<file path="config.mk">
export PLATFORM = sky130hd
export DESIGN_NAME = stack_or_fifo_queue
export DESIGN_NICKNAME = d
export VERILOG_FILES = /design/src/sv/sofq_pkg.sv /design/src/sv/sofq_front.sv /design/src/sv/sofq_cmd_queue.sv /design/src/sv/sofq_back.sv /design/src/sv/stack_or_fifo_queue.sv
export SDC_FILE = /design/constraint.sdc
export NUM_CORES = 2
export LEC_CHECK = 0
export BUFFER_PORTS_ARGS = -buffer_cell sky130_fd_sc_hd__buf_2
export CORE_ASPECT_RATIO = 2
export CORE_MARGIN = 1
export CORE_UTILIZATION = 35
export CTS_CLUSTER_DIAMETER = 60
export DETAILED_ROUTE_END_ITERATION = 10
export GPL_ROUTABILITY_DRIVEN = 0
export PLACE_DENSITY_LB_ADDON = 0.2
export SLEW_MARGIN = 30
export SYNTH_ARGS = -nofsm -noshare
export SYNTH_HDL_FRONTEND = slang
export SYNTH_SLANG_ARGS = --single-unit
</file>
<file path="constraint.sdc">
create_clock -name clk -period 10.5 [get_ports clk]
set_input_delay 0.525 -clock clk [delete_from_list [all_inputs] [get_ports clk]]
set_output_delay 0.525 -clock clk [all_outputs]
set_load 0.05 [all_outputs]
</file>
<file path="src/sv/sofq_pkg.sv">
// ----------------------------------------------------------------------------
// sofq_pkg
// Shared types and constants for the stack or FIFO queue block.
// ----------------------------------------------------------------------------
package sofq_pkg;

  localparam int DEPTH_DEF         = 16;
  localparam int PAYLOAD_WIDTH_DEF = 64;

  localparam int ID_W   = 31;
  localparam int PAY_W  = 64;
  localparam int POS_W  = 4;
  localparam int CNT_W  = 5;

  localparam int CQ_DEPTH = 2;

  typedef enum logic [1:0] {
    ACT_PUSH  = 2'd0,
    ACT_PULL  = 2'd1,
    ACT_FIND  = 2'd2,
    ACT_CLEAR = 2'd3
  } action_t;

  typedef struct packed {
    action_t             action;
    logic [ID_W-1:0]     item_id;
    logic [PAY_W-1:0]    payload;
    logic                payload_present;
  } in_word_t;

  typedef struct packed {
    logic                success;
    logic [ID_W-1:0]     out_id;
    logic [PAY_W-1:0]    out_payload;
    logic [POS_W-1:0]    position;
    logic [CNT_W-1:0]    entry_count;
    logic [ID_W-1:0]     next_id;
  } out_word_t;

  typedef struct packed {
    action_t             action;
    logic                push_ok;
    logic [ID_W-1:0]     item_id;
    logic [PAY_W-1:0]    payload;
  } cmd_t;

endpackage

</file>
<file path="src/sv/sofq_front.sv">
// ----------------------------------------------------------------------------
// sofq_front
// Input stage: registers each accepted word and classifies it as a command.
// ----------------------------------------------------------------------------
module sofq_front (
  input  logic            clk,
  input  logic            rst_n,
  input  logic            in_valid,
  output logic            in_ready,
  input  sofq_pkg::in_word_t in_word,
  output logic            cmd_valid,
  input  logic            cmd_ready,
  output sofq_pkg::cmd_t  cmd
);
  import sofq_pkg::*;

  logic cmd_valid_r;
  cmd_t cmd_r;
  cmd_t cmd_nxt;

  assign in_ready  = !cmd_valid_r || cmd_ready;
  assign cmd_valid = cmd_valid_r;
  assign cmd       = cmd_r;

  always_comb begin
    cmd_nxt.action  = in_word.action;
    cmd_nxt.push_ok = (in_word.item_id != '0) && in_word.payload_present;
    cmd_nxt.item_id = in_word.item_id;
    cmd_nxt.payload = in_word.payload;
  end

  always_ff @(posedge clk) begin
    if (!rst_n) begin
      cmd_valid_r <= 1'b0;
    end else if (in_ready) begin
      cmd_valid_r <= in_valid;
    end
  end

  always_ff @(posedge clk) begin
    if (in_valid && in_ready) begin
      cmd_r <= cmd_nxt;
    end
  end

endmodule

</file>
<file path="src/sv/sofq_cmd_queue.sv">
// ----------------------------------------------------------------------------
// sofq_cmd_queue
// Short command queue between the input stage and the execution engine.
// ----------------------------------------------------------------------------
module sofq_cmd_queue (
  input  logic           clk,
  input  logic           rst_n,
  input  logic           wr_valid,
  output logic           wr_ready,
  input  sofq_pkg::cmd_t wr_cmd,
  output logic           rd_valid,
  input  logic           rd_ready,
  output sofq_pkg::cmd_t rd_cmd
);
  import sofq_pkg::*;

  localparam int QPW = (CQ_DEPTH > 1) ? $clog2(CQ_DEPTH) : 1;
  localparam int QFW = $clog2(CQ_DEPTH + 1);

  cmd_t           q_r [CQ_DEPTH];
  logic [QPW-1:0] wr_ptr_r, wr_ptr_nxt;
  logic [QPW-1:0] rd_ptr_r, rd_ptr_nxt;
  logic [QFW-1:0] fill_r, fill_nxt;
  logic           do_wr, do_rd;

  assign wr_ready = (fill_r != QFW'(CQ_DEPTH));
  assign rd_valid = (fill_r != '0);
  assign rd_cmd   = q_r[rd_ptr_r];
  assign do_wr    = wr_valid && wr_ready;
  assign do_rd    = rd_valid && rd_ready;

  always_comb begin
    wr_ptr_nxt = wr_ptr_r;
    rd_ptr_nxt = rd_ptr_r;
    fill_nxt   = fill_r;
    if (do_wr) begin
      wr_ptr_nxt = (wr_ptr_r == QPW'(CQ_DEPTH - 1)) ? '0 : wr_ptr_r + QPW'(1);
    end
    if (do_rd) begin
      rd_ptr_nxt = (rd_ptr_r == QPW'(CQ_DEPTH - 1)) ? '0 : rd_ptr_r + QPW'(1);
    end
    if (do_wr && !do_rd) begin
      fill_nxt = fill_r + QFW'(1);
    end else if (do_rd && !do_wr) begin
      fill_nxt = fill_r - QFW'(1);
    end
  end

  always_ff @(posedge clk) begin
    if (!rst_n) begin
      wr_ptr_r <= '0;
      rd_ptr_r <= '0;
      fill_r   <= '0;
    end else begin
      wr_ptr_r <= wr_ptr_nxt;
      rd_ptr_r <= rd_ptr_nxt;
      fill_r   <= fill_nxt;
    end
  end

  always_ff @(posedge clk) begin
    if (do_wr) begin
      q_r[wr_ptr_r] <= wr_cmd;
    end
  end

endmodule

</file>
<file path="src/sv/sofq_back.sv">
// ----------------------------------------------------------------------------
// sofq_back
// Execution engine: entry memory, ring pointers, search walk and result word.
// ----------------------------------------------------------------------------
module sofq_back #(
  parameter int DEPTH         = sofq_pkg::DEPTH_DEF,
  parameter int PAYLOAD_WIDTH = sofq_pkg::PAYLOAD_WIDTH_DEF
) (
  input  logic                         clk,
  input  logic                         rst_n,
  input  logic                         cfg_wr_en,
  input  logic                         cfg_wr_data,
  input  logic                         cmd_valid,
  output logic                         cmd_ready,
  input  sofq_pkg::cmd_t               cmd,
  output logic                         out_valid,
  input  logic                         out_ready,
  output sofq_pkg::out_word_t          out_word,
  output logic [$clog2(DEPTH+1)-1:0]   held_count
);
  import sofq_pkg::*;

  localparam int PW = $clog2(DEPTH);
  localparam int CW = $clog2(DEPTH + 1);

  typedef enum logic [4:0] {
    S_IDLE = 5'b00001,
    S_PULL = 5'b00010,
    S_SCAN = 5'b00100,
    S_PEEK = 5'b01000,
    S_DONE = 5'b10000
  } state_t;

  function automatic logic [PW-1:0] slot_inc(input logic [PW-1:0] p);
    return (p == PW'(DEPTH - 1)) ? '0 : p + PW'(1);
  endfunction

  function automatic logic [PW-1:0] slot_dec(input logic [PW-1:0] p);
    return (p == '0) ? PW'(DEPTH - 1) : p - PW'(1);
  endfunction

  logic [ID_W-1:0]          id_mem  [DEPTH];
  logic [PAYLOAD_WIDTH-1:0] pay_mem [DEPTH];
  logic [ID_W-1:0]          rd_id_r;
  logic [PAYLOAD_WIDTH-1:0] rd_pay_r;

  state_t                   state_r, state_nxt;
  logic [PW-1:0]            newest_r, newest_nxt;
  logic [PW-1:0]            oldest_r, oldest_nxt;
  logic [CW-1:0]            count_r, count_nxt;
  logic [PW-1:0]            scan_r, scan_nxt;
  logic [CW-1:0]            k_r, k_nxt;
  logic                     lifo_r;
  logic                     res_success_r, res_success_nxt;
  logic [ID_W-1:0]          res_id_r, res_id_nxt;
  logic [PAYLOAD_WIDTH-1:0] res_pay_r, res_pay_nxt;
  logic [CW-1:0]            res_pos_r, res_pos_nxt;
  logic [ID_W-1:0]          find_id_r, find_id_nxt;
  logic                     out_valid_r, out_valid_nxt;
  out_word_t                out_word_r, out_word_nxt;

  logic                     mem_we;
  logic                     rd_en;
  logic [PW-1:0]            rd_addr;
  logic [PW-1:0]            slot;
  logic                     load_out;

  assign cmd_ready  = (state_r == S_IDLE);
  assign out_valid  = out_valid_r;
  assign out_word   = out_word_r;
  assign held_count = count_r;

  always_comb begin
    state_nxt       = state_r;
    newest_nxt      = newest_r;
    oldest_nxt      = oldest_r;
    count_nxt       = count_r;
    scan_nxt        = scan_r;
    k_nxt           = k_r;
    res_success_nxt = res_success_r;
    res_id_nxt      = res_id_r;
    res_pay_nxt     = res_pay_r;
    res_pos_nxt     = res_pos_r;
    find_id_nxt     = find_id_r;
    mem_we          = 1'b0;
    rd_en           = 1'b0;
    rd_addr         = '0;
    slot            = '0;
    load_out        = 1'b0;

    unique case (state_r)
      S_IDLE: begin
        if (cmd_valid) begin
          res_success_nxt = 1'b0;
          res_id_nxt      = '0;
          res_pay_nxt     = '0;
          res_pos_nxt     = '0;
          find_id_nxt     = cmd.item_id;
          k_nxt           = '0;
          state_nxt       = S_PEEK;
          unique case (cmd.action)
            ACT_PUSH: begin
              if (cmd.push_ok && (count_r != CW'(DEPTH))) begin
                mem_we          = 1'b1;
                newest_nxt      = slot_inc(newest_r);
                count_nxt       = count_r + CW'(1);
                res_success_nxt = 1'b1;
              end
            end
            ACT_PULL: begin
              if (count_r != '0) begin
                if (lifo_r) begin
                  slot       = slot_dec(newest_r);
                  newest_nxt = slot;
                end else begin
                  slot       = oldest_r;
                  oldest_nxt = slot_inc(oldest_r);
                end
                rd_en           = 1'b1;
                rd_addr         = slot;
                count_nxt       = count_r - CW'(1);
                res_success_nxt = 1'b1;
                state_nxt       = S_PULL;
              end
            end
            ACT_FIND: begin
              if (count_r != '0) begin
                slot      = lifo_r ? oldest_r : slot_dec(newest_r);
                rd_en     = 1'b1;
                rd_addr   = slot;
                scan_nxt  = slot;
                state_nxt = S_SCAN;
              end
            end
            ACT_CLEAR: begin
              newest_nxt      = '0;
              oldest_nxt      = '0;
              count_nxt       = '0;
              res_success_nxt = 1'b1;
            end
          endcase
        end
      end
      S_PULL: begin
        res_id_nxt  = rd_id_r;
        res_pay_nxt = rd_pay_r;
        state_nxt   = S_PEEK;
      end
      S_SCAN: begin
        if (rd_id_r == find_id_r) begin
          res_success_nxt = 1'b1;
          res_pos_nxt     = k_r;
          state_nxt       = S_PEEK;
        end else if ((k_r + CW'(1)) == count_r) begin
          state_nxt = S_PEEK;
        end else begin
          slot     = lifo_r ? slot_inc(scan_r) : slot_dec(scan_r);
          rd_en    = 1'b1;
          rd_addr  = slot;
          scan_nxt = slot;
          k_nxt    = k_r + CW'(1);
        end
      end
      S_PEEK: begin
        rd_en     = 1'b1;
        rd_addr   = lifo_r ? slot_dec(newest_r) : oldest_r;
        state_nxt = S_DONE;
      end
      S_DONE: begin
        if (!out_valid_r || out_ready) begin
          load_out  = 1'b1;
          state_nxt = S_IDLE;
        end
      end
      default: begin
        state_nxt = S_IDLE;
      end
    endcase
  end

  always_comb begin
    out_word_nxt.success     = res_success_r;
    out_word_nxt.out_id      = res_id_r;
    out_word_nxt.out_payload = PAY_W'(res_pay_r);
    out_word_nxt.position    = POS_W'(res_pos_r);
    out_word_nxt.entry_count = CNT_W'(count_r);
    out_word_nxt.next_id     = (count_r == '0) ? '0 : rd_id_r;
    out_valid_nxt            = (out_valid_r && !out_ready) || load_out;
  end

  always_ff @(posedge clk) begin
    if (!rst_n) begin
      state_r     <= S_IDLE;
      newest_r    <= '0;
      oldest_r    <= '0;
      count_r     <= '0;
      lifo_r      <= 1'b1;
      out_valid_r <= 1'b0;
    end else begin
      state_r     <= state_nxt;
      newest_r    <= newest_nxt;
      oldest_r    <= oldest_nxt;
      count_r     <= count_nxt;
      out_valid_r <= out_valid_nxt;
      if (cfg_wr_en) begin
        lifo_r <= cfg_wr_data;
      end
    end
  end

  always_ff @(posedge clk) begin
    scan_r        <= scan_nxt;
    k_r           <= k_nxt;
    res_success_r <= res_success_nxt;
    res_id_r      <= res_id_nxt;
    res_pay_r     <= res_pay_nxt;
    res_pos_r     <= res_pos_nxt;
    find_id_r     <= find_id_nxt;
    if (load_out) begin
      out_word_r <= out_word_nxt;
    end
  end

  always_ff @(posedge clk) begin
    if (mem_we) begin
      id_mem[newest_r]  <= cmd.item_id;
      pay_mem[newest_r] <= cmd.payload[PAYLOAD_WIDTH-1:0];
    end
    if (rd_en) begin
      rd_id_r  <= id_mem[rd_addr];
      rd_pay_r <= pay_mem[rd_addr];
    end
  end

endmodule

</file>
<file path="src/sv/stack_or_fifo_queue.sv">
// ----------------------------------------------------------------------------
// stack_or_fifo_queue
// Bounded id and payload store that works as a stack or as a FIFO.
// ----------------------------------------------------------------------------
// Each input word is a push, pull, find or clear, and each gives exactly one
// result word carrying the entry count and the id the next pull would return.
// Entries sit in a single-port ring memory of DEPTH slots. After the input
// register and the command queue, a push or clear passes the engine states
// IDLE, PEEK and DONE, and a pull passes IDLE, PULL, PEEK and DONE. A find
// walks the held entries one per cycle via the memory read port in SCAN, up to
// DEPTH of them, then PEEK and DONE. The memory needs no clearing after reset.
// ----------------------------------------------------------------------------
module stack_or_fifo_queue #(
  parameter int DEPTH         = sofq_pkg::DEPTH_DEF,
  parameter int PAYLOAD_WIDTH = sofq_pkg::PAYLOAD_WIDTH_DEF
) (
  input  logic                clk,
  input  logic                rst_n,
  input  logic                cfg_wr_en,
  input  logic                cfg_wr_data,
  input  logic                in_valid,
  output logic                in_ready,
  input  sofq_pkg::in_word_t  in_word,
  output logic                out_valid,
  input  logic                out_ready,
  output sofq_pkg::out_word_t out_word
);
  import sofq_pkg::*;

  localparam int CW = $clog2(DEPTH + 1);

  logic          f_valid, f_ready;
  cmd_t          f_cmd;
  logic          q_valid, q_ready;
  cmd_t          q_cmd;
  logic [CW-1:0] held_count;

  sofq_front u_front (
    .clk       (clk),
    .rst_n     (rst_n),
    .in_valid  (in_valid),
    .in_ready  (in_ready),
    .in_word   (in_word),
    .cmd_valid (f_valid),
    .cmd_ready (f_ready),
    .cmd       (f_cmd)
  );

  sofq_cmd_queue u_queue (
    .clk      (clk),
    .rst_n    (rst_n),
    .wr_valid (f_valid),
    .wr_ready (f_ready),
    .wr_cmd   (f_cmd),
    .rd_valid (q_valid),
    .rd_ready (q_ready),
    .rd_cmd   (q_cmd)
  );

  sofq_back #(
    .DEPTH         (DEPTH),
    .PAYLOAD_WIDTH (PAYLOAD_WIDTH)
  ) u_back (
    .clk         (clk),
    .rst_n       (rst_n),
    .cfg_wr_en   (cfg_wr_en),
    .cfg_wr_data (cfg_wr_data),
    .cmd_valid   (q_valid),
    .cmd_ready   (q_ready),
    .cmd         (q_cmd),
    .out_valid   (out_valid),
    .out_ready   (out_ready),
    .out_word    (out_word),
    .held_count  (held_count)
  );

`ifndef SYNTHESIS
  a_count_bound: assert property (@(posedge clk) disable iff (!rst_n)
    held_count <= CW'(DEPTH))
    else $error("entry count exceeds the store depth");

  a_pull_id_success: assert property (@(posedge clk) disable iff (!rst_n)
    (out_valid && (out_word.out_id != '0)) |-> out_word.success)
    else $error("removed id reported without success");

  a_peek_nonzero: assert property (@(posedge clk) disable iff (!rst_n)
    (out_valid && (out_word.entry_count != '0)) |-> (out_word.next_id != '0))
    else $error("nonempty store reports a zero next id");
`endif

endmodule
</file>
==> impl_metrics.toml <==
[status]
status = "complete, no violations"

[cells_and_area]
multi_input_area_um2 = 17600
fill_cells = 21800
drive_above_1_share = 0.141
utilization = 0.406
syn_to_final_growth_pct = 14.9
nNetsFinal = 5443
seqCellArea_um2 = 66100

[yosys]
synth_top_area_cell = "edfxtp_1"
syn-cell-area_um2 = 85200
syn_nets = 5171
synth_top_area_share = 0.770
synthCells = 5048
ys_async_sr_fraction = 0
synth.avg_cell_area_um2 = 16.9
synth_cell_types = 58
synthFlopType = "edfxtp_1"
ys_seq_elements = 2211
synth_edf_count = 2185
ys_top_cells_by_area = "edfxtp_1 77%, a221oi_1 5.9%, nor2b_1 4.3%, mux2_2 1.3%, clkbuf_1 1.2%"
yosys_warnings = 0
synth-seq-area-share = 0.776

[clock_network]
cts_resized = 0
cts.sinks = 2211
clockRootBuffer = "clkbuf_16"
ctsLongestPathBuffers = 4
h-tree-depth = 4
hold_buffers = 103
insertion_delay_ps = 880
tritoncts = "built"
cts_setup_buffers = 0
cts_buffers = 207
cts.reportedPaths.clkPinSlew_ps = 70

[placed_design]
io_buffers = 241
dp.final_hpwl_mm = 122

[die]
rows = 255
die-width_um = 351
die_h_um = 700
fp.coreArea_um2 = 242000
dieArea_um2 = 246000
start_util = 0.353
io_pins = 242

[power]
power_density_nw_per_um2 = 233
ir_worst_vdd_v = 0.000196
p_leak_nw = 30.7

[min_path]
holdPathStages = 2
holdPathEnd = "u_front.cmd[33]$_DFFE_PP_"
holdCritStartpoint = "in_word[34]"
hold_class = "primary input to flip-flop"

[timing]
final-setup-viol-count = 0
period_minus_slack_ps = 6420
report.final.slew_viol_count = 0
period_share = 0.611
tightest_slew_ps = 1130
rsz0062_at_grt = "false"
tns_ps = 0
maxSlewHeadroom = 0.249
max_freq_mhz = 156
hold_violations = 0
clock_skew_ps = 76.6

[drt]
drtAntennaViolNets = 0
drc_errors = 0
wire_per_inst_um = 28.0
drt_iter0_drc = 4009
vias_per_cell = 5.45
totalWireLength_mm = 244
first_pass_iters = 7
via_count = 47500

[critical_path]
critPathCaptureType = "flip-flop"
worst_setup_path_start_kind = "flip-flop"
rr_worst_depth = 13
r2r-end = "u_back.rd_id_r[7]$_DFFE_PP_"
rrSetupSlack_ps = 4080
crit_type = "flip-flop to flip-flop"
cp.arrival_ps = 6950
cp_max_fo = 77
required_ps = 11030

[grt]
grt_pass1_wl_mm = 349
grt_max_degree = 185
grt_pass1_vias = 48400
overflow = 0
antenna_found_initial = 4
track_usage = 0.197

[flow_run]
max-cap-violations = 0
[Yosys cell counts, drive strengths merged (94+ instances only)]
library cell and count:
edfxtp 2185, nor2b 580, a221oi 571, o21ai 298, clkbuf 276, nand2 228
and2 139, mux2i 100, a32oi 96, and4 95, mux2 95, buf 94
[routing by layer]
metal,share of wire,vias up,track usage
li1,-,20700,-
met1,0.40,25100,0.242
met2,0.52,1381,0.356
met3,0.041,363,0.0191
met4,0.033,0,0.0667
met5,0,-,0
[placed cells by master, fill, tap and decap left out, types with 16 or more instances in the layout]
cell type / n
clkinv_2: 46
mux2_2: 95
buf_12: 23
xor2_1: 38
nor4_1: 16
edfxtp_1: 2185
a32oi_1: 96
and4_1: 95
ha_1: 18
a221oi_1: 571
buf_2: 241
nand2_1: 227
clkinv_1: 44
o21ai_0: 195
bufinv_16: 28
clkbuf_16: 208
mux2i_1: 100
inv_1: 18
buf_4: 55
dfxtp_1: 25
o21ai_1: 103
clkbuf_1: 26
nor2b_1: 580
dlygate4sd3_1: 103
a21oi_1: 23
and2_1: 136
[registers in the layout, summed over array words and instances (netlist names), 2 cells and up, named ones only]
signal / cells
u_back.held_count: 5
u_back.out_word: 136
u_back.pay_mem: 1024
u_back.res_pos_r: 4
u_back.id_mem: 496
u_back.newest_r: 4
u_back.rd_id_r: 31
u_front.cmd: 98
u_back.state_r: 5
u_back.oldest_r: 4
u_back.find_id_r: 31
u_back.rd_pay_r: 64
u_queue.q_r: 196
u_back.scan_r: 4
u_back.res_id_r: 31
u_back.k_r: 5
u_queue.fill_r: 2
u_back.res_pay_r: 64
[report_power, final]
group	switching, mW	total [mW]	internal [mW]
Combinational	2.94	3.99	1.05
Clock	3.36	7.68	4.33
Sequential	0.263	11.2	10.9
[stage by stage]
step                hold slack, ps  setup slack [ps]  instances  area, um2  total power [mW]
global route                   330              3550       8707      97900              23.6
global placement               402              3930       8214      89900              15.3
floorplan                      400               974       5048      85200              13.7
finish                         352              4080       8710      97900              22.8
CTS                            291              3770       8697      97800              23.1
detailed placement             405              3810       8218      90000              15.4
[worst max-delay path by stage]
stage | endpoint | startpoint
after floorplan | u_back.id_mem[3][0]$_DFFE_PP_ | u_back.state_r[2]$_SDFFE_PN0P_
after global placement | u_back.rd_id_r[7]$_DFFE_PP_ | flip-flop
after detailed placement | u_back.rd_id_r[7]$_DFFE_PP_ | flip-flop
after CTS | u_back.rd_id_r[7]$_DFFE_PP_ | flip-flop
after global routing | u_back.rd_id_r[4]$_DFFE_PP_ | flip-flop
final | u_back.rd_id_r[7]$_DFFE_PP_ | flip-flop
[cells by family (layout without fill, tap and decap cells)]
logic type	after synthesis	after routing	share of synthesized area
buffers and inverters	390	829	0.0200
DFF	2211	2211	0.776
adders and majority gates	19	19	0.00288
AOI/OAI and AO/OA	1038	1038	0.0922
muxes	195	195	0.0243
xor gates and xnor gates	47	47	0.00501
other	0	11	0
and+or+nand+nor	1148	1148	0.0795
[cell type report]
| class | instances | share of cell area |
|---|---|---|
| sequential | 2211 | 0.675 |
| multi-input combinational | 2447 | 0.180 |
| clock buffer | 234 | 0.0541 |
| tap | 3212 | 0.0410 |
| timing repair buffer | 433 | 0.0337 |
| clock inverter | 142 | 0.0150 |
| inverter | 20 | 0.000766 |
| antenna | 11 | 0.000281 |
[worst max-delay path, cell delays in order (launching register included)]
cell	delay, ps
dfxtp_4	650
mux2i_1	350
ha_1	520
clkinv_1	440
o31ai_1	390
o211a_4	630
buf_4	470
buf_16	290
buf_4	610
buf_4	790
nor2b_1	100
a221oi_1	260
o21ai_0	140
and4_1	310
Power figures use the tool's default switching activity.
